File: src/hdl/julia_set_escape_time_assert.svh
// Assertion macros for the escape-time engine.
// Each macro takes a label, the clock, the active-low reset, a condition and
// what must hold, and a message string.
`ifndef JULIA_SET_ESCAPE_TIME_ASSERT_SVH
`define JULIA_SET_ESCAPE_TIME_ASSERT_SVH

`ifndef NO_ASSERTIONS

// The consequent must hold in the same cycle as the antecedent.
`define JSE_ASSERT_IMPL(lbl, clk, rst_n, ante, cons, msg) \
  lbl: assert property (@(posedge clk) disable iff (!rst_n) (ante) |-> (cons)) \
    else $error(msg);

// The consequent must hold in the cycle after the antecedent.
`define JSE_ASSERT_NEXT(lbl, clk, rst_n, ante, cons, msg) \
  lbl: assert property (@(posedge clk) disable iff (!rst_n) (ante) |=> (cons)) \
    else $error(msg);

`else

`define JSE_ASSERT_IMPL(lbl, clk, rst_n, ante, cons, msg)
`define JSE_ASSERT_NEXT(lbl, clk, rst_n, ante, cons, msg)

`endif

`endif

File: src/hdl/jse_pkg.sv
`default_nettype none

package jse_pkg;

  localparam int unsigned COORD_BITS_DEF = 12;
  localparam int unsigned MAX_ROUNDS_DEF = 255;
  localparam int unsigned QUEUE_DEPTH    = 2;

  localparam int unsigned FRAC_BITS   = 28;
  localparam int unsigned DATA_W      = 32;
  localparam int unsigned STEP_W      = 31;
  localparam int unsigned INTENSITY_W = 8;
  localparam int unsigned APB_ADDR_W  = 5;

  // Narrowest origin register that still holds its reset value.
  localparam int unsigned ORIGIN_MIN_W = 9;

  // 4.0 in Q8.56.
  localparam logic [63:0] ESCAPE_LIMIT = 64'h0400_0000_0000_0000;

  localparam logic signed [31:0] SEED_RE_RST   = -32'sd195124484;
  localparam logic signed [31:0] SEED_IM_RST   = 32'sd50704005;
  localparam logic signed [31:0] CENTER_RE_RST = 32'sd0;
  localparam logic signed [31:0] CENTER_IM_RST = 32'sd0;
  localparam logic [30:0]        STEP_X_RST    = 31'd838861;
  localparam logic [30:0]        STEP_Y_RST    = 31'd1118481;
  localparam int unsigned        ORIGIN_COL_RST = 320;
  localparam int unsigned        ORIGIN_ROW_RST = 240;

  typedef enum logic [2:0] {
    REG_SEED_RE    = 3'd0,
    REG_SEED_IM    = 3'd1,
    REG_CENTER_RE  = 3'd2,
    REG_CENTER_IM  = 3'd3,
    REG_STEP_X     = 3'd4,
    REG_STEP_Y     = 3'd5,
    REG_ORIGIN_COL = 3'd6,
    REG_ORIGIN_ROW = 3'd7
  } reg_idx_e;

  // Complex point in signed Q4.28.
  typedef struct packed {
    logic signed [31:0] re;
    logic signed [31:0] im;
  } point_t;

  typedef struct packed {
    logic full;
    logic empty;
  } q_status_t;

  // Clamp a wide signed value to the signed 32-bit range.
  function automatic logic signed [31:0] sat32(input logic signed [63:0] v);
    if (v > 64'sd2147483647) begin
      return 32'sh7FFF_FFFF;
    end else if (v < -64'sd2147483648) begin
      return 32'sh8000_0000;
    end
    return v[31:0];
  endfunction

endpackage

`default_nettype wire

File: src/hdl/jse_front.sv
`default_nettype none

module jse_front #(
  parameter int unsigned COORD_BITS = jse_pkg::COORD_BITS_DEF,
  parameter int unsigned ORIGIN_W   = jse_pkg::ORIGIN_MIN_W
) (
  input  wire logic                  clk_i,
  input  wire logic                  rst_ni,
  input  wire logic                  pix_valid_i,
  output logic                       pix_ready_o,
  input  wire logic [COORD_BITS-1:0] pix_row_i,
  input  wire logic [COORD_BITS-1:0] pix_col_i,
  input  wire logic signed [31:0]    center_re_i,
  input  wire logic signed [31:0]    center_im_i,
  input  wire logic [30:0]           step_x_i,
  input  wire logic [30:0]           step_y_i,
  input  wire logic [ORIGIN_W-1:0]   origin_col_i,
  input  wire logic [ORIGIN_W-1:0]   origin_row_i,
  output logic                       push_o,
  output jse_pkg::point_t            push_data_o,
  input  wire jse_pkg::q_status_t    q_status_i
);

  localparam int unsigned DW = ORIGIN_W + 1;
  localparam int unsigned PW = DW + 32;
  localparam int unsigned SW = PW + 1;

  typedef enum logic [1:0] {
    F_IDLE,
    F_MUL,
    F_SUM
  } state_e;

  state_e               state_q;
  logic signed [DW-1:0] dcol_q, drow_q;
  logic signed [PW-1:0] prod_re_q, prod_im_q;
  logic signed [DW-1:0] dcol_d, drow_d;
  logic signed [SW-1:0] sum_re, sum_im;

  always_comb begin
    dcol_d = $signed(DW'(pix_col_i)) - $signed(DW'(origin_col_i));
    drow_d = $signed(DW'(origin_row_i)) - $signed(DW'(pix_row_i));
    sum_re = SW'(prod_re_q) + SW'(center_re_i);
    sum_im = SW'(prod_im_q) + SW'(center_im_i);
  end

  assign pix_ready_o    = (state_q == F_IDLE);
  assign push_o         = (state_q == F_SUM) && !q_status_i.full;
  assign push_data_o.re = jse_pkg::sat32(64'(sum_re));
  assign push_data_o.im = jse_pkg::sat32(64'(sum_im));

  always_ff @(posedge clk_i or negedge rst_ni) begin
    if (!rst_ni) begin
      state_q   <= F_IDLE;
      dcol_q    <= '0;
      drow_q    <= '0;
      prod_re_q <= '0;
      prod_im_q <= '0;
    end else begin
      case (state_q)
        F_IDLE: begin
          if (pix_valid_i) begin
            dcol_q  <= dcol_d;
            drow_q  <= drow_d;
            state_q <= F_MUL;
          end
        end
        F_MUL: begin
          prod_re_q <= dcol_q * $signed({1'b0, step_x_i});
          prod_im_q <= drow_q * $signed({1'b0, step_y_i});
          state_q   <= F_SUM;
        end
        F_SUM: begin
          if (!q_status_i.full) begin
            state_q <= F_IDLE;
          end
        end
        default: begin
          state_q <= F_IDLE;
        end
      endcase
    end
  end

endmodule

`default_nettype wire

File: config.mk
export PLATFORM = sky130hd
export DESIGN_NAME = jse_front
export DESIGN_NICKNAME = d
export VERILOG_FILES = /design/src/hdl/julia_set_escape_time_assert.svh /design/src/hdl/jse_pkg.sv /design/src/hdl/jse_front.sv
export SDC_FILE = /design/constraint.sdc
export NUM_CORES = 2
export LEC_CHECK = 0
export BUFFER_PORTS_ARGS = -buffer_cell sky130_fd_sc_hd__buf_4
export CORE_ASPECT_RATIO = 1.75
export CORE_MARGIN = 3
export CORE_UTILIZATION = 65
export DETAILED_ROUTE_END_ITERATION = 7
export PLACE_DENSITY = 0.86
export SLEW_MARGIN = 25
export SYNTH_ARGS = -nofsm -noshare
export SYNTH_HDL_FRONTEND = slang
export SYNTH_SLANG_ARGS = --single-unit
export TNS_END_PERCENT = 5
File: constraint.sdc
create_clock -name clk_i -period 15.6 [get_ports clk_i]
set_input_delay 1.56 -clock clk_i [delete_from_list [all_inputs] [get_ports clk_i]]
set_output_delay 1.56 -clock clk_i [all_outputs]
set_load 0.005 [all_outputs]
==> impl_metrics.yaml <==
outcome:
  status: "finished clean"
drt:
  wl_per_cell_um: 19.2
  vias: 25500
  drcViolationCount: 0
  antenna_left: 0
  first_pass_iters: 7
  wl_um: 81900
  via_per_inst: 5.96
  drt-initial-drc-count: 1226
synthesis:
  ys_types: 78
  synth-compound-area-share_pct: 13.6
  postSynthCellCount: 3592
  synth_mux_area_share_pct: 0.139
  synth_top_family_by_area: "adder cells"
  syn-num-nets: 4549
  ys.flop_type: "dfrtp_1"
  ys_seq_area_share_pct: 8.92
  synth_fa_ha_area_share_pct: 44.7
  yosys_warnings: 0
  synth-edff-count: 0
  ys_ff_latch: 106
  async_reset_ff_share_pct: 100
  synthSimpleGateAreaFrac_pct: 18.5
  synth_xor_xnor_area_share_pct: 4.24
  syn_area_mm2: 0.0297
  syn_area_per_cell_um2: 8.28
die:
  die_x_um: 168
  dieHeight_um: 289
  rows: 103
  pin_count: 239
  die_area_mm2: 0.0485
  core_area_mm2: 0.0452
  start_util_pct: 65.8
cts:
  post_cts_buffers: 0
  clkTransAtPathRegs_ns: 0.08
  cts.sinks: 106
  cts-resized-gates: 0
  max-clock-path-buffers: 2
  cts_tree: "built"
  cts-hold-fix-buffers: 0
  cts_buffers: 9
  htreeDepth: 3
  clk_latency_ns: 0.39
  cts_root_buf: "clkbuf_16"
grt:
  grt_use_total_pct: 34.3
  grt_max_degree: 80
  gr-total-overflow: 0
  grt_pass1_wl_um: 132000
  antenna_found_initial: 3
  grt_pass1_vias: 27500
sta:
  setup_violations: 0
  grt_setup_unrepaired: "no"
  slew_headroom_pct: 37.2
  setup_ws_ns: 7.85
  fin_skew_ns: 0.0133
  max_freq_ghz: 0.129
  worst_pin_slew_ns: 0.942
  min_period_over_period_pct: 49.7
  fin_tns_setup_ns: 0
  hold_viol_final: 0
  period_needed_ns: 7.75
  slew_violations: 0
  hold-worst-slack_ns: 0.484
cells_and_area:
  syn_to_final_growth_pct: 7.85
  design.final.nets: 4647
  drive_gt1_share_pct: 8.39
  final_cell_area_mm2: 0.0321
  fillCellCount: 3556
placement:
  hpwl_um: 67000
  finalWeightedCongestion: 0.995
  dp_slack_ns: 7.82
  placed_area_mm2: 0.0317
  numPortBuffers: 233
critical_path:
  path_class: "in2out"
  cpMostUsedCell: "buf_4"
  arrival_ns: 6.19
  path_cells: "buf_4 > ha_1 > inv_1 > fa_1 > nand2b_1 > a21oi_1 > o21ai_2 > a2111oi_4 > o311ai_2 > o2111a_2 > nor2_1 > xor2_1 > or4_4 > o41ai_4 > buf_4 > o21ai_0 > buf_4"
  path_max_fanout: 31
  crit_family: "compound AO/OA/AOI/OAI gates"
  crit_path_start: "center_re_i[0]"
  worst_setup_path_start_kind: "input port"
  r2r-start: "dcol_q[4]"
  worst-path-buf-inv: 4
  critPathCaptureType: "primary output"
  critPathMaxStageDelay_ns: 0.56
  cp_slowest_cell: "or4_4"
  cp.required_ns: 14.04
worst_hold_path:
  hold_path_class: "reg2reg"
  holdCritStartpoint: "prod_im_q[3]"
flow_run:
  drv_cap: 0
[state kept, by name (all words and copies together), names as in the netlist]
name / count
dcol_q: 10
drow_q: 10
prod_im_q: 42
prod_re_q: 42
state_q: 2
[layout by cell type, fill, tap and decap left out, drive strengths merged, types with 17 or more instances in the layout]
cell    count
fa        466
nor2       97
a211oi     20
nor2b      70
inv       607
nand2b     41
nor3       22
and2      231
nand3      33
o21bai     19
nand2     558
o31ai      23
o21a       17
buf       256
and3       23
dfrtp     106
a21o       82
o21ai     223
xnor2      76
xor2       68
ha        318
a21oi     157
[worst register-to-register path: stages (launching register included)]
cell and delay [ns]:
dfrtp_1 0.32, buf_4 0.38, nand2_1 0.19, fa_1 0.56, inv_1 0.06, fa_1 0.56, fa_1 0.45, fa_1 0.55
inv_1 0.07, fa_1 0.47, inv_1 0.04, ha_1 0.33, a21oi_1 0.26, o21ai_0 0.13, a21oi_1 0.16, o21ai_0 0.14
a2111oi_0 0.60, buf_4 0.26, nor3_1 0.09, or3_1 0.44, a31oi_1 0.34, o21ai_0 0.16, xnor2_1 0.15, o21ai_0 0.09
[logic make-up (layout without fill, tap and decap cells)]
family / after synthesis / after routing
other cells: 0 / 3
flops: 106 / 106
fa+ha+maj: 784 / 784
buf+inv: 772 / 875
compound gates: 642 / 642
simple gates: 1140 / 1140
mux: 4 / 4
xor+xnor: 144 / 144
[final timing paths]
| check | to | slack (ns) | depth (start not counted) |
|---|---|---|---|
| min | prod_im_q[3] | 0.48 | 2 |
| max in group asynchronous | prod_re_q[19] | 13.16 | 2 |
| min in group asynchronous | drow_q[0] | 1.13 | 1 |
| max | push_data_o[58] | 7.85 | 17 |
| min reg2reg | prod_im_q[3] | 0.48 | 2 |
| max reg2reg | prod_re_q[39] | 8.66 | 23 |
[Yosys cell counts, drive strengths merged, types with 3 or more instances]
master,instances,area share [%]
a21boi,9,0.23
and3,23,0.48
nor2,97,1.2
nand4,14,0.29
a21oi,157,2.6
dfrtp,106,8.9
nand3,33,0.56
clkbuf,161,2.0
o31a,3,0.088
buf,8,0.21
ha,318,13
or3,5,0.11
a41o,6,0.20
and4,8,0.24
inv,602,7.6
a211oi,20,0.52
o2111ai,3,0.088
o311ai,7,0.26
nand2,558,7.0
xnor2,76,2.2
or2,5,0.11
nor3b,6,0.15
o21bai,19,0.48
nand3b,10,0.25
a41oi,6,0.18
o211ai,16,0.40
a311oi,7,0.23
nor3,22,0.37
xor2,68,2.0
nor4,7,0.15
mux2i,3,0.10
a21o,82,2.1
a2111oi,6,0.24
fa,466,31
o21ai,223,3.9
o21a,17,0.43
o31ai,23,0.63
and4b,3,0.10
nor2b,70,1.5
and2,231,4.9
or4,3,0.088
nand2b,41,0.86
a31oi,16,0.34
[cell type report]
class	count	area (um2)	area share (%)
timing repair buffer	256	1920	5.99
clock inverter	7	91.3	0.285
sequential	106	2660	8.28
tap	577	722	2.25
antenna	3	7.51	0.0234
clock buffer	9	225	0.702
multi-input combinational	2714	24200	75.4
inverter	603	2260	7.05
[metal layers]
layer	vias up	track usage, %	wire [um]
li1	11600	-	-
met1	12500	31.1	25000
met2	997	66.9	45100
met3	410	4.14	3950
met4	0	28.2	7940
met5	-	0	0
[stage by stage]
step	utilization, %	instances
3_3_place_gp	70.2	4256
6_report	70.9	4275
2_1_floorplan	-	3592
3_5_place_dp	70.2	4256
4_1_cts	70.9	4272
5_1_grt	70.9	4275
Power is left out: the tool's default activity adds up to more than one toggle a clock period on the data nets, which glitch-free logic cannot reach.
