===== config.mk =====
export PLATFORM = sky130hd
export DESIGN_NAME = jse_queue
export DESIGN_NICKNAME = d
export VERILOG_FILES = /design/src/hdl/julia_set_escape_time_assert.svh /design/src/hdl/jse_pkg.sv /design/src/hdl/jse_queue.sv
export SDC_FILE = /design/constraint.sdc
export NUM_CORES = 1
export LEC_CHECK = 0
export BUFFER_PORTS_ARGS = -buffer_cell sky130_fd_sc_hd__buf_2
export CAP_MARGIN = 20
export CORE_MARGIN = 1.5
export CORE_UTILIZATION = 56
export CTS_CLUSTER_DIAMETER = 30
export DETAILED_ROUTE_END_ITERATION = 8
export PLACE_DENSITY = 0.9
export SLEW_MARGIN = 15
export SYNTH_ARGS = -nofsm -noshare
export SYNTH_HDL_FRONTEND = slang
export SYNTH_SLANG_ARGS = --single-unit

===== constraint.sdc =====
create_clock -name clk_i -period 8.01 [get_ports clk_i]
set_clock_uncertainty 0.1 [all_clocks]
set_input_delay 1.602 -clock clk_i [delete_from_list [all_inputs] [get_ports clk_i]]
set_output_delay 1.602 -clock clk_i [all_outputs]
set_load 0.02 [all_outputs]

===== src/hdl/julia_set_escape_time_assert.svh =====
// Assertion macros for the escape-time engine.
// Each macro takes a label, the clock, the active-low reset, a condition and
// what must hold, and a message string.
`ifndef JULIA_SET_ESCAPE_TIME_ASSERT_SVH
`define JULIA_SET_ESCAPE_TIME_ASSERT_SVH

`ifndef NO_ASSERTIONS

// The consequent must hold in the same cycle as the antecedent.
`define JSE_ASSERT_IMPL(lbl, clk, rst_n, ante, cons, msg) \
  lbl: assert property (@(posedge clk) disable iff (!rst_n) (ante) |-> (cons)) \
    else $error(msg);

// The consequent must hold in the cycle after the antecedent.
`define JSE_ASSERT_NEXT(lbl, clk, rst_n, ante, cons, msg) \
  lbl: assert property (@(posedge clk) disable iff (!rst_n) (ante) |=> (cons)) \
    else $error(msg);

`else

`define JSE_ASSERT_IMPL(lbl, clk, rst_n, ante, cons, msg)
`define JSE_ASSERT_NEXT(lbl, clk, rst_n, ante, cons, msg)

`endif

`endif


===== src/hdl/jse_pkg.sv =====
`default_nettype none

package jse_pkg;

  localparam int unsigned COORD_BITS_DEF = 12;
  localparam int unsigned MAX_ROUNDS_DEF = 255;
  localparam int unsigned QUEUE_DEPTH    = 2;

  localparam int unsigned FRAC_BITS   = 28;
  localparam int unsigned DATA_W      = 32;
  localparam int unsigned STEP_W      = 31;
  localparam int unsigned INTENSITY_W = 8;
  localparam int unsigned APB_ADDR_W  = 5;

  // Narrowest origin register that still holds its reset value.
  localparam int unsigned ORIGIN_MIN_W = 9;

  // 4.0 in Q8.56.
  localparam logic [63:0] ESCAPE_LIMIT = 64'h0400_0000_0000_0000;

  localparam logic signed [31:0] SEED_RE_RST   = -32'sd195124484;
  localparam logic signed [31:0] SEED_IM_RST   = 32'sd50704005;
  localparam logic signed [31:0] CENTER_RE_RST = 32'sd0;
  localparam logic signed [31:0] CENTER_IM_RST = 32'sd0;
  localparam logic [30:0]        STEP_X_RST    = 31'd838861;
  localparam logic [30:0]        STEP_Y_RST    = 31'd1118481;
  localparam int unsigned        ORIGIN_COL_RST = 320;
  localparam int unsigned        ORIGIN_ROW_RST = 240;

  typedef enum logic [2:0] {
    REG_SEED_RE    = 3'd0,
    REG_SEED_IM    = 3'd1,
    REG_CENTER_RE  = 3'd2,
    REG_CENTER_IM  = 3'd3,
    REG_STEP_X     = 3'd4,
    REG_STEP_Y     = 3'd5,
    REG_ORIGIN_COL = 3'd6,
    REG_ORIGIN_ROW = 3'd7
  } reg_idx_e;

  // Complex point in signed Q4.28.
  typedef struct packed {
    logic signed [31:0] re;
    logic signed [31:0] im;
  } point_t;

  typedef struct packed {
    logic full;
    logic empty;
  } q_status_t;

  // Clamp a wide signed value to the signed 32-bit range.
  function automatic logic signed [31:0] sat32(input logic signed [63:0] v);
    if (v > 64'sd2147483647) begin
      return 32'sh7FFF_FFFF;
    end else if (v < -64'sd2147483648) begin
      return 32'sh8000_0000;
    end
    return v[31:0];
  endfunction

endpackage

`default_nettype wire


===== src/hdl/jse_queue.sv =====
`default_nettype none

module jse_queue #(
  parameter int unsigned WIDTH = $bits(jse_pkg::point_t),
  parameter int unsigned DEPTH = jse_pkg::QUEUE_DEPTH
) (
  input  wire logic               clk_i,
  input  wire logic               rst_ni,
  input  wire logic               push_i,
  input  wire logic [WIDTH-1:0]   push_data_i,
  input  wire logic               pop_i,
  output logic [WIDTH-1:0]        pop_data_o,
  output jse_pkg::q_status_t      status_o
);

  localparam int unsigned AW = (DEPTH > 1) ? $clog2(DEPTH) : 1;
  localparam int unsigned CW = $clog2(DEPTH + 1);

  logic [WIDTH-1:0] mem_q [DEPTH];
  logic [AW-1:0]    wr_ptr_q, rd_ptr_q;
  logic [CW-1:0]    count_q;

  function automatic logic [AW-1:0] next_ptr(input logic [AW-1:0] p);
    if (p == AW'(DEPTH - 1)) begin
      return '0;
    end
    return p + 1'b1;
  endfunction

  assign pop_data_o     = mem_q[rd_ptr_q];
  assign status_o.full  = (count_q == CW'(DEPTH));
  assign status_o.empty = (count_q == '0);

  always_ff @(posedge clk_i) begin
    if (push_i) begin
      mem_q[wr_ptr_q] <= push_data_i;
    end
  end

  always_ff @(posedge clk_i or negedge rst_ni) begin
    if (!rst_ni) begin
      wr_ptr_q <= '0;
      rd_ptr_q <= '0;
      count_q  <= '0;
    end else begin
      if (push_i) begin
        wr_ptr_q <= next_ptr(wr_ptr_q);
      end
      if (pop_i) begin
        rd_ptr_q <= next_ptr(rd_ptr_q);
      end
      if (push_i && !pop_i) begin
        count_q <= count_q + 1'b1;
      end else if (pop_i && !push_i) begin
        count_q <= count_q - 1'b1;
      end
    end
  end

endmodule

`default_nettype wire


==> impl_metrics.yaml, run 1 <==
run_status:
  run_status: "completed"
floorplanning:
  chipHeight_um: 97.6
  top_level_ports: 134
  core_region_um2: 8680
  initial_core_util: 0.577
  placement_rows: 34
  die-width_um: 97.6
  design.die.area_um2: 9520
logic_synthesis:
  synth_nets: 284
  syn_avg_cell_area_um2: 23.3
  synthesis.area_um2: 5010
  yosysUniqueCellTypes: 13
  synth_seq_area_share: 0.787
  synth.yosys.warnings: 0
  cell_count_after_synthesis: 215
  number_of_storage_elements_in_the_synthesis_netlist: 132
setup_path:
  worstReg2RegEnd: "mem_q[1][53]"
  ff2ff_path_depth: 2
  worst_setup_path_startpoint: "rd_ptr_q"
  worst_stage_delay_on_the_critical_path_ps: 760
  worstPathArrival_ps: 2150
  critical_path_endpoint: "pop_data_o[43]"
  timing.critical_path.buf_inv: 2
  critical_path.top_delay_family: "flip-flops"
  setup.worst_path.class: "flop to output port"
  cp_data_required_time_ps: 6310
  critical_path.cell_chain: "buf_16 > mux2_2 > buf_2"
  timing.rr.start: "wr_ptr_q"
  critical_path_depth: 3
  setup_slack_of_the_most_critical_reg_to_reg_path_ps: 6270
  crit_slowest_cell: "dfrtp_4"
  timing.critical_path.fanout_max: 36
  critical_path_start_type: "flop"
  end_kind: "output port"
global_routing:
  grt_max_degree: 66
  antenna_violations_before_repair: 0
  globalRoute.totalOverflow: 0
  global_route.usage.total: 0.183
  global_route_wire_length_before_repair_um: 12900
  number_of_global_route_vias_before_repair: 2546
final_layout:
  multi_input_area_um2: 1000
  layout-drive-gt1-share: 0.620
  most_frequent_cells_in_the_layout: "buf_2, edfxtp_1, mux2_4, clkbuf_16, mux2_2"
  register_area_um2: 3950
  fillcell_total: 546
  area.growth.synth_to_final_pct: 28.3
  final_common_cell: "buf_2"
  n_antenna_cell: 0
  final_design_instance_area_without_fill_um2: 6430
  layout.nets: 432
run:
  max_cap_violations: 0
cts:
  clkLatencyLatePin_ps: 500
  worst_setup_hold_path_clk_slew_ps: 60
  cts_inserted_buffers: 17
  clk_path_buf_depth: 2
  ctsResizeCount: 0
  tritoncts_clock_tree: "yes"
  cts-hold-fix-buffers: 0
  clockRootBuffer: "clkbuf_8"
  postCtsSetupRepairBufs: 0
  h-tree-depth: 4
  clock_sinks: 132
sta:
  timing.fmax_mhz: 259
  setup_repair_after_global_routing_missed_its_margin: "false"
  min_period_over_period: 0.481
  worst-slew-pin-transition_ps: 851
  timing.slew.headroom: 0.433
  setup_total_negative_slack_ps: 0
  holdWs_ps: 397
  max_slew_violation_total_from_the_final_report: 0
  final-setup-viol-count: 0
  finalHoldViolCount: 0
  min_period_ps: 3850
route:
  detailedRoute.firstIterationViolations: 124
  route.detailed.drc: 0
  routedWlPerCell_um: 17.3
  post_drt_via_cell_ratio: 5.00
  vias: 2419
  finalWirelength_um: 8390
  firstDrtPassIters: 4
  antenna_left: 0
placement:
  gp_routability_congestion: 0.685
  post-dp-hpwl_um: 5180
  placement.cell_area_um2: 5770
  buffer_ports.inserted: 133
power:
  power_per_cell_area_nw_per_um2: 398
  vdd.ir_drop.worst_uv: 261
  fin_total_pwr_uw: 2560
  leakage_uw: 0.00262
hold_path:
  worst_hold_path_type: "flop to flop"
[layer usage]
metal / GRT usage / vias up / part of all wire
met1: 0.212 / 1173 / 0.39
met4: 0.0725 / 0 / 0.010
met2: 0.310 / 90 / 0.54
li1: - / 1147 / -
met3: 0.0662 / 9 / 0.060
met5: 0 / - / 0
[registers in the layout (all words and copies together), names as in the netlist]
| register | cells |
|---|---|
| wr_ptr_q | 1 |
| count_q | 2 |
| mem_q | 128 |
| rd_ptr_q | 1 |
[final cells by class]
class	count	area share
timing repair buffer	136	0.110
multi-input combinational	75	0.155
clock buffer	20	0.0677
sequential	132	0.614
clock inverter	12	0.0313
inverter	1	0.000584
tap	108	0.0210
[power by group]
part	leakage (uW)	switching (uW)	internal (uW)
combinational	0.00106	397	343
sequential	0.00125	78.6	922
clock	0.000306	275	546
total	0.00262	751	1810
[worst min-delay path by stage]
stage                    start    endpoint  slack, ps  cells after the start
finish              count_q[1]  count_q[1]        400                      1
global route        count_q[1]  count_q[1]        440                      1
CTS                 count_q[1]  count_q[1]        400                      1
detailed placement  count_q[1]  count_q[1]        390                      1
global placement    count_q[1]  count_q[1]        370                      1
floorplan             wr_ptr_q    wr_ptr_q        350                      1
[worst reg2reg max path, stage by stage, from the launching register on]
cell and delay, ps:
dfrtp_1 410, and2_2 160, buf_4 650
[metrics by stage]
stage               setup slack (ps)   util  instances
floorplan                       3000      -        215
global route                    4050  0.741        484
global placement                4570  0.665        451
CTS                             3970  0.738        483
detailed placement              4530  0.665        451
finish                          4160  0.741        484
[cell usage after synthesis, drive strengths merged]
cell type | instances | area (um^2)
edfxtp | 128 | 3840
mux2 | 64 | 908
buf | 7 | 72.6
dfrtp | 4 | 100
xor2 | 4 | 35.0
nor2 | 2 | 7.51
nor2b | 2 | 12.5
and2 | 1 | 6.26
ha | 1 | 12.5
inv | 1 | 3.75
xnor2 | 1 | 8.76
[cells by family (layout without fill, tap and decap cells)]
kind of cell	count (synthesis)	after routing	synth area share
muxes	64	64	0.181
buffers and inverters	8	169	0.0152
adders and majority gates	1	1	0.00250
DFF	132	132	0.787
xor gates and xnor gates	5	5	0.00874
and+or+nand+nor	5	5	0.00524
No activity file was read; power rests on OpenSTA's default activity.
==> run 2: changes to the inputs <==
--- a/config.mk
+++ b/config.mk
@@ -5,13 +5,14 @@
 export SDC_FILE = /design/constraint.sdc
 export NUM_CORES = 1
 export LEC_CHECK = 0
+export ABC_AREA = 1
 export BUFFER_PORTS_ARGS = -buffer_cell sky130_fd_sc_hd__buf_2
 export CAP_MARGIN = 20
 export CORE_MARGIN = 1.5
-export CORE_UTILIZATION = 56
+export CORE_UTILIZATION = 47
 export CTS_CLUSTER_DIAMETER = 30
 export DETAILED_ROUTE_END_ITERATION = 8
-export PLACE_DENSITY = 0.9
+export PLACE_DENSITY = 0.81
 export SLEW_MARGIN = 15
 export SYNTH_ARGS = -nofsm -noshare
 export SYNTH_HDL_FRONTEND = slang
==> constraint.sdc (replaced) <==
create_clock -name clk_i -period 3.13 [get_ports clk_i]
set_clock_uncertainty 0.1 [all_clocks]
set_input_delay 0.626 -clock clk_i [delete_from_list [all_inputs] [get_ports clk_i]]
set_output_delay 0.626 -clock clk_i [all_outputs]
set_load 0.02 [all_outputs]
==> run 2 against run 1 <==
  * Worst setup slack got worse by 3800 ps
  * Clock power increased by 130%
  * Via count increased by 4.1%
  * First-iteration DRC count decreased by 36%
  * Critical path type unchanged
  * Critical endpoint unchanged
  * Largest power group unchanged
==> impl_metrics.yaml, run 2 <==
logic_synthesis:
  synth_top_area_cell: "edfxtp_1"
  ys.flop_type: "edfxtp_1"
  postSynth.asyncResetShare: 0.0303
  synth-edff-count: 128
  synth_seq_area_share: 0.784
  yosys.cell_count.top_type: "edfxtp_1"
  yosysUniqueCellTypes: 14
  synth.top_cell.area_share: 0.764
  cell_count_after_synthesis: 224
  ys_top_cells_by_area: "edfxtp_1, mux2_4, mux2_2"
  syn_avg_cell_area_um2: 22.5
  synth_nets: 293
  synthesis.area_um2: 5030
  synth.yosys.warnings: 0
  number_of_storage_elements_in_the_synthesis_netlist: 132
  synthTopCellsByCount: "edfxtp_1, mux2_4, mux2_2, inv_1, buf_6"
route:
  firstDrtPassIters: 4
  post_drt_via_cell_ratio: 4.80
  routedWlPerCell_um: 15.6
  route.detailed.drc: 0
  detailedRoute.firstIterationViolations: 79
  antenna_left: 0
  finalWirelength_um: 8210
  vias: 2518
sta:
  min_period_over_period: 0.889
  max_slew_violation_total_from_the_final_report: 0
  final-setup-viol-count: 0
  worst-slew-pin-transition_ps: 458
  setup_repair_after_global_routing_missed_its_margin: "false"
  timing.slew.headroom: 0.695
  min_period_ps: 2780
  timing.fmax_mhz: 360
  setup_total_negative_slack_ps: 0
  holdWs_ps: 207
  finalHoldViolCount: 0
final_layout:
  layout-drive-gt1-share: 0.596
  layout.nets: 445
  largestRegisters: "mem_q x128, count_q x2"
  layout.core_utilization: 0.622
  most_frequent_cells_in_the_layout: "buf_2, edfxtp_1, mux2_4, clkbuf_16, mux2_2"
  final_common_cell: "buf_2"
  fillcell_total: 780
  largest_register_ff_count: 128
  n_antenna_cell: 0
  regMostFlops: "mem_q"
  final_design_instance_area_without_fill_um2: 6450
  area.growth.synth_to_final_pct: 28.2
placement:
  buffer_ports.inserted: 133
  gp_routability_congestion: 0.667
  post-dp-hpwl_um: 5560
  placement.cell_area_um2: 5880
cts:
  clock_sinks: 132
  clk_path_buf_depth: 2
  h-tree-depth: 4
  clkLatencyLatePin_ps: 500
  tritoncts_clock_tree: "yes"
  clockRootBuffer: "clkbuf_8"
  worst_setup_hold_path_clk_slew_ps: 60
  cts_inserted_buffers: 17
power:
  fin_total_pwr_uw: 6330
  power_per_cell_area_nw_per_um2: 982
  leakage_uw: 0.00263
  vdd.ir_drop.worst_uv: 447
floorplanning:
  placement_rows: 37
  design.die.area_um2: 11300
  die-width_um: 106
  initial_core_util: 0.485
  chipHeight_um: 106
  core_region_um2: 10400
  top_level_ports: 134
setup_path:
  worstPathArrival_ps: 2060
  cp_data_required_time_ps: 2400
  worst_stage_delay_on_the_critical_path_ps: 700
  critical_path.cell_chain: "buf_4 > mux2_2 > buf_2"
  critical_path.top_delay_family: "flip-flops"
  end_kind: "output port"
  timing.rr.start: "wr_ptr_q"
  timing.critical_path.buf_inv: 2
  worst_setup_path_startpoint: "rd_ptr_q"
  critical_path_start_type: "flop"
  timing.critical_path.fanout_max: 23
  setup.worst_path.class: "flop to output port"
  crit_slowest_cell: "dfrtp_4"
hold_path:
  min_from: "pop_i"
  worst_hold_path_type: "input pin to flop"
global_routing:
  global_route_wire_length_before_repair_um: 12600
  antenna_violations_before_repair: 0
  global_route.usage.total: 0.154
  globalRoute.totalOverflow: 0
  grt_max_degree: 35
  number_of_global_route_vias_before_repair: 2589
run:
  max_cap_violations: 0
run_status:
  run_status: "completed"
[run 2: changes by cell type in the layout (fill, tap and decap cells not counted), sizes merged]
cell	delta
nand4	+1
bufinv	-2
inv	+4
dlygate4sd3	+1
nor2b	-2
buf	+3
clkinv	+5
nor2	+1
nand3	+1
clkinvlp	-1
xor2	-2
nand2	+5
and2	-1
[run 2: power by group]
| part | internal [uW] | switching (uW) |
|---|---|---|
| clock | 1200 | 658 |
| sequential | 2350 | 174 |
| combinational | 893 | 1060 |
[run 2: routing by layer]
metal / routed length, um / up-vias / GRT usage
met2: 4450 / 89 / 0.269
met5: 0 / - / 0
met1: 3160 / 1239 / 0.165
met4: 96 / 0 / 0.0533
met3: 498 / 8 / 0.0687
li1: - / 1182 / -
[run 2: final timing paths]
path                             endpoint  depth (start not counted)  slack, ps
setup / recovery           pop_data_o[43]                          3        350
hold / removal                   rd_ptr_q                          2        210
setup reg to reg             mem_q[1][46]                          3       1670
hold reg to reg                count_q[1]                          2        430
max in group asynchronous        rd_ptr_q                          2       2450
min in group asynchronous        rd_ptr_q                          2        350
[run 2: repair_timing]
| item | in CTS | in global routing |
|---|---|---|
| gates resized for setup | 0 | 0 |
| endpoints found under the hold margin | 4 | 0 |
| hold buffers | 1 | 0 |
| setup buffers | 0 | 0 |
[run 2: cell type report]
type | count | area, um^2 | share of cell area
flip-flops and latches | 132 | 3950 | 0.612
multi-input cells | 78 | 996 | 0.154
repair buffers | 140 | 746 | 0.116
clock buffers | 20 | 425 | 0.0660
well taps | 136 | 170 | 0.0264
clock inverters | 12 | 138 | 0.0213
inverters | 7 | 26.3 | 0.00407
[run 2: per-stage QoR]
| stage | instances | setup slack [ps] |
|---|---|---|
| 6_report | 525 | 349 |
| 3_5_place_dp | 492 | 850 |
| 4_1_cts | 525 | 288 |
| 3_3_place_gp | 492 | 864 |
| 5_1_grt | 525 | 232 |
| 2_1_floorplan | 224 | 299 |
[run 2: kinds of logic after synthesis]
| logic type | share of synthesized area |
|---|---|
| flops | 0.784 |
| mux | 0.181 |
| buf+inv | 0.0196 |
| simple gates | 0.00821 |
| xor+xnor | 0.00522 |
| fa+ha+maj | 0.00249 |
[run 2: worst reg2reg max path, stage by stage (launching register included)]
cell	delay [ps]
dfrtp_1	410
nand2_1	100
inv_2	130
buf_4	370
==> run 3: changes to the inputs <==
--- a/config.mk
+++ b/config.mk
@@ -5,7 +5,6 @@
 export SDC_FILE = /design/constraint.sdc
 export NUM_CORES = 1
 export LEC_CHECK = 0
-export ABC_AREA = 1
 export BUFFER_PORTS_ARGS = -buffer_cell sky130_fd_sc_hd__buf_2
 export CAP_MARGIN = 20
 export CORE_MARGIN = 1.5
==> run 3 against run 2 <==
  * Combinational power is essentially flat
  * Core utilization is 0.085 points higher
  * Sequential share of layout area up 0.19 points
  * Critical endpoint is now pop_data_o[10]
==> impl_metrics.yaml, run 3 (same netlist as run 1, synthesis figures left out) <==
run_status:
  run_status: "completed"
route:
  vias: 2458
  finalWirelength_um: 8080
  firstDrtPassIters: 4
  post_drt_via_cell_ratio: 4.78
  detailedRoute.firstIterationViolations: 101
  routedWlPerCell_um: 15.7
  route.detailed.drc: 0
  antenna_left: 0
setup_path:
  critical_path.cell_chain: "buf_4 > mux2_4 > buf_2"
  critical_path_start_type: "flop"
  crit_slowest_cell: "dfrtp_4"
  timing.critical_path.fanout_max: 26
  worst_stage_delay_on_the_critical_path_ps: 700
  cp_data_required_time_ps: 2400
  end_kind: "output port"
  timing.critical_path.buf_inv: 2
  setup.worst_path.class: "flop to output port"
  critical_path.top_delay_family: "flip-flops"
  worstPathArrival_ps: 2080
final_layout:
  fin_cells: 514
  final_design_instance_area_without_fill_um2: 6430
  largestRegisters: "mem_q x128, count_q x2"
  fillcell_total: 748
  area.growth.synth_to_final_pct: 28.3
  regMostFlops: "mem_q"
  layout.nets: 434
  n_antenna_cell: 0
  most_frequent_cells_in_the_layout: "buf_2, edfxtp_1, mux2_4, clkbuf_16, mux2_2"
  largest_register_ff_count: 128
  layout.core_utilization: 0.623
  final_common_cell: "buf_2"
  layout-drive-gt1-share: 0.603
global_routing:
  globalRoute.totalOverflow: 0
  grt_util_met1: 0.174
  antenna_violations_before_repair: 0
  grt-busiest-layer: "met2"
  global_route.usage.met2: 0.241
  global_route_wire_length_before_repair_um: 12100
  use_met3: 0.0564
  grt_max_degree: 65
  global_route.usage.total: 0.148
  number_of_global_route_vias_before_repair: 2520
power:
  leakage_uw: 0.00259
  power_per_cell_area_nw_per_um2: 985
  power.share.clock: 0.294
  power.switching_uw: 1880
  combinational_share_of_power: 0.306
  vdd.ir_drop.worst_uv: 552
  cell_internal_pwr_uw: 4450
  pwr-share-seq: 0.399
  switching_share: 0.297
cts:
  tritoncts_clock_tree: "yes"
  postCtsSetupRepairBufs: 0
  worst_setup_hold_path_clk_slew_ps: 60
  clockRootBuffer: "clkbuf_8"
  cts_inserted_buffers: 17
  h-tree-depth: 4
  clkLatencyLatePin_ps: 490
  clock_sinks: 132
  clk_path_buf_depth: 2
sta:
  final-setup-viol-count: 0
  setup_total_negative_slack_ps: 0
  timing.fmax_mhz: 357
  worst-slew-pin-transition_ps: 434
  finalHoldViolCount: 0
  min_period_ps: 2800
  timing.slew.headroom: 0.710
  setup_repair_after_global_routing_missed_its_margin: "false"
  min_period_over_period: 0.896
  holdWs_ps: 213
  max_slew_violation_total_from_the_final_report: 0
floorplanning:
  top_level_ports: 134
  placement_rows: 37
  die-width_um: 106
  chipHeight_um: 106
  core_region_um2: 10300
  design.die.area_um2: 11300
  initial_core_util: 0.485
hold_path:
  worst_hold_path_type: "input pin to flop"
placement:
  buffer_ports.inserted: 133
  dp.cells: 481
  placement.cell_area_um2: 5850
  post-dp-hpwl_um: 5230
  gp_routability_congestion: 0.661
run:
  max_cap_violations: 0
-- run 3: final timing paths --
path,from,to,slack [ps],cells past startpoint
setup / recovery,rd_ptr_q,pop_data_o[10],330,3
hold reg to reg,count_q[1],count_q[1],420,1
max in group asynchronous,rst_ni,rd_ptr_q,2430,2
hold / removal,push_data_i[34],mem_q[1][34],210,1
min in group asynchronous,rst_ni,count_q[1],370,2
setup reg to reg,wr_ptr_q,mem_q[1][24],1740,2
-- run 3: area by class of cell --
cell class                      count  area [um^2]  area share
Sequential cell                   132         3950       0.614
Multi-Input combinational cell     75         1000       0.156
Timing Repair Buffer              138          743       0.116
Clock buffer                       21          429      0.0668
Tap cell                          136          170      0.0265
Clock inverter                     11          135      0.0210
Inverter                            1         3.75    0.000584
-- run 3: timing repair --
item,4_1_cts,5_1_grt
hold endpoints to repair,4,0
hold buffers,1,0
gates resized for setup,0,0
-- run 3: metal layers --
metal / up-vias / routed length (um)
met1: 1208 / 3370
met5: - / 0
met4: 0 / 81
met2: 94 / 4120
met3: 8 / 513
li1: 1148 / -
-- run 3: stage by stage --
stage / setup slack (ps) / power, uW
2_1_floorplan: 293 / 4000
3_3_place_gp: 853 / 4490
3_5_place_dp: 832 / 4540
4_1_cts: 285 / 6420
5_1_grt: 230 / 6600
6_report: 327 / 6330
-- run 3: worst reg2reg max path, delay by kind of cell (launching register included) --
kind	cells	cell delay [ps]
buffers and inverters	1	320
DFF	1	420
and+or+nand+nor	1	190
-- run 3: power groups by stage --
stage | combinational (uW) | clock (uW) | sequential, uW
3_5_place_dp | 1970 | 0 | 2570
4_1_cts | 1970 | 1910 | 2530
2_1_floorplan | 1530 | 0 | 2470
6_report | 1940 | 1860 | 2530
3_3_place_gp | 1950 | 0 | 2540
5_1_grt | 2060 | 1980 | 2560
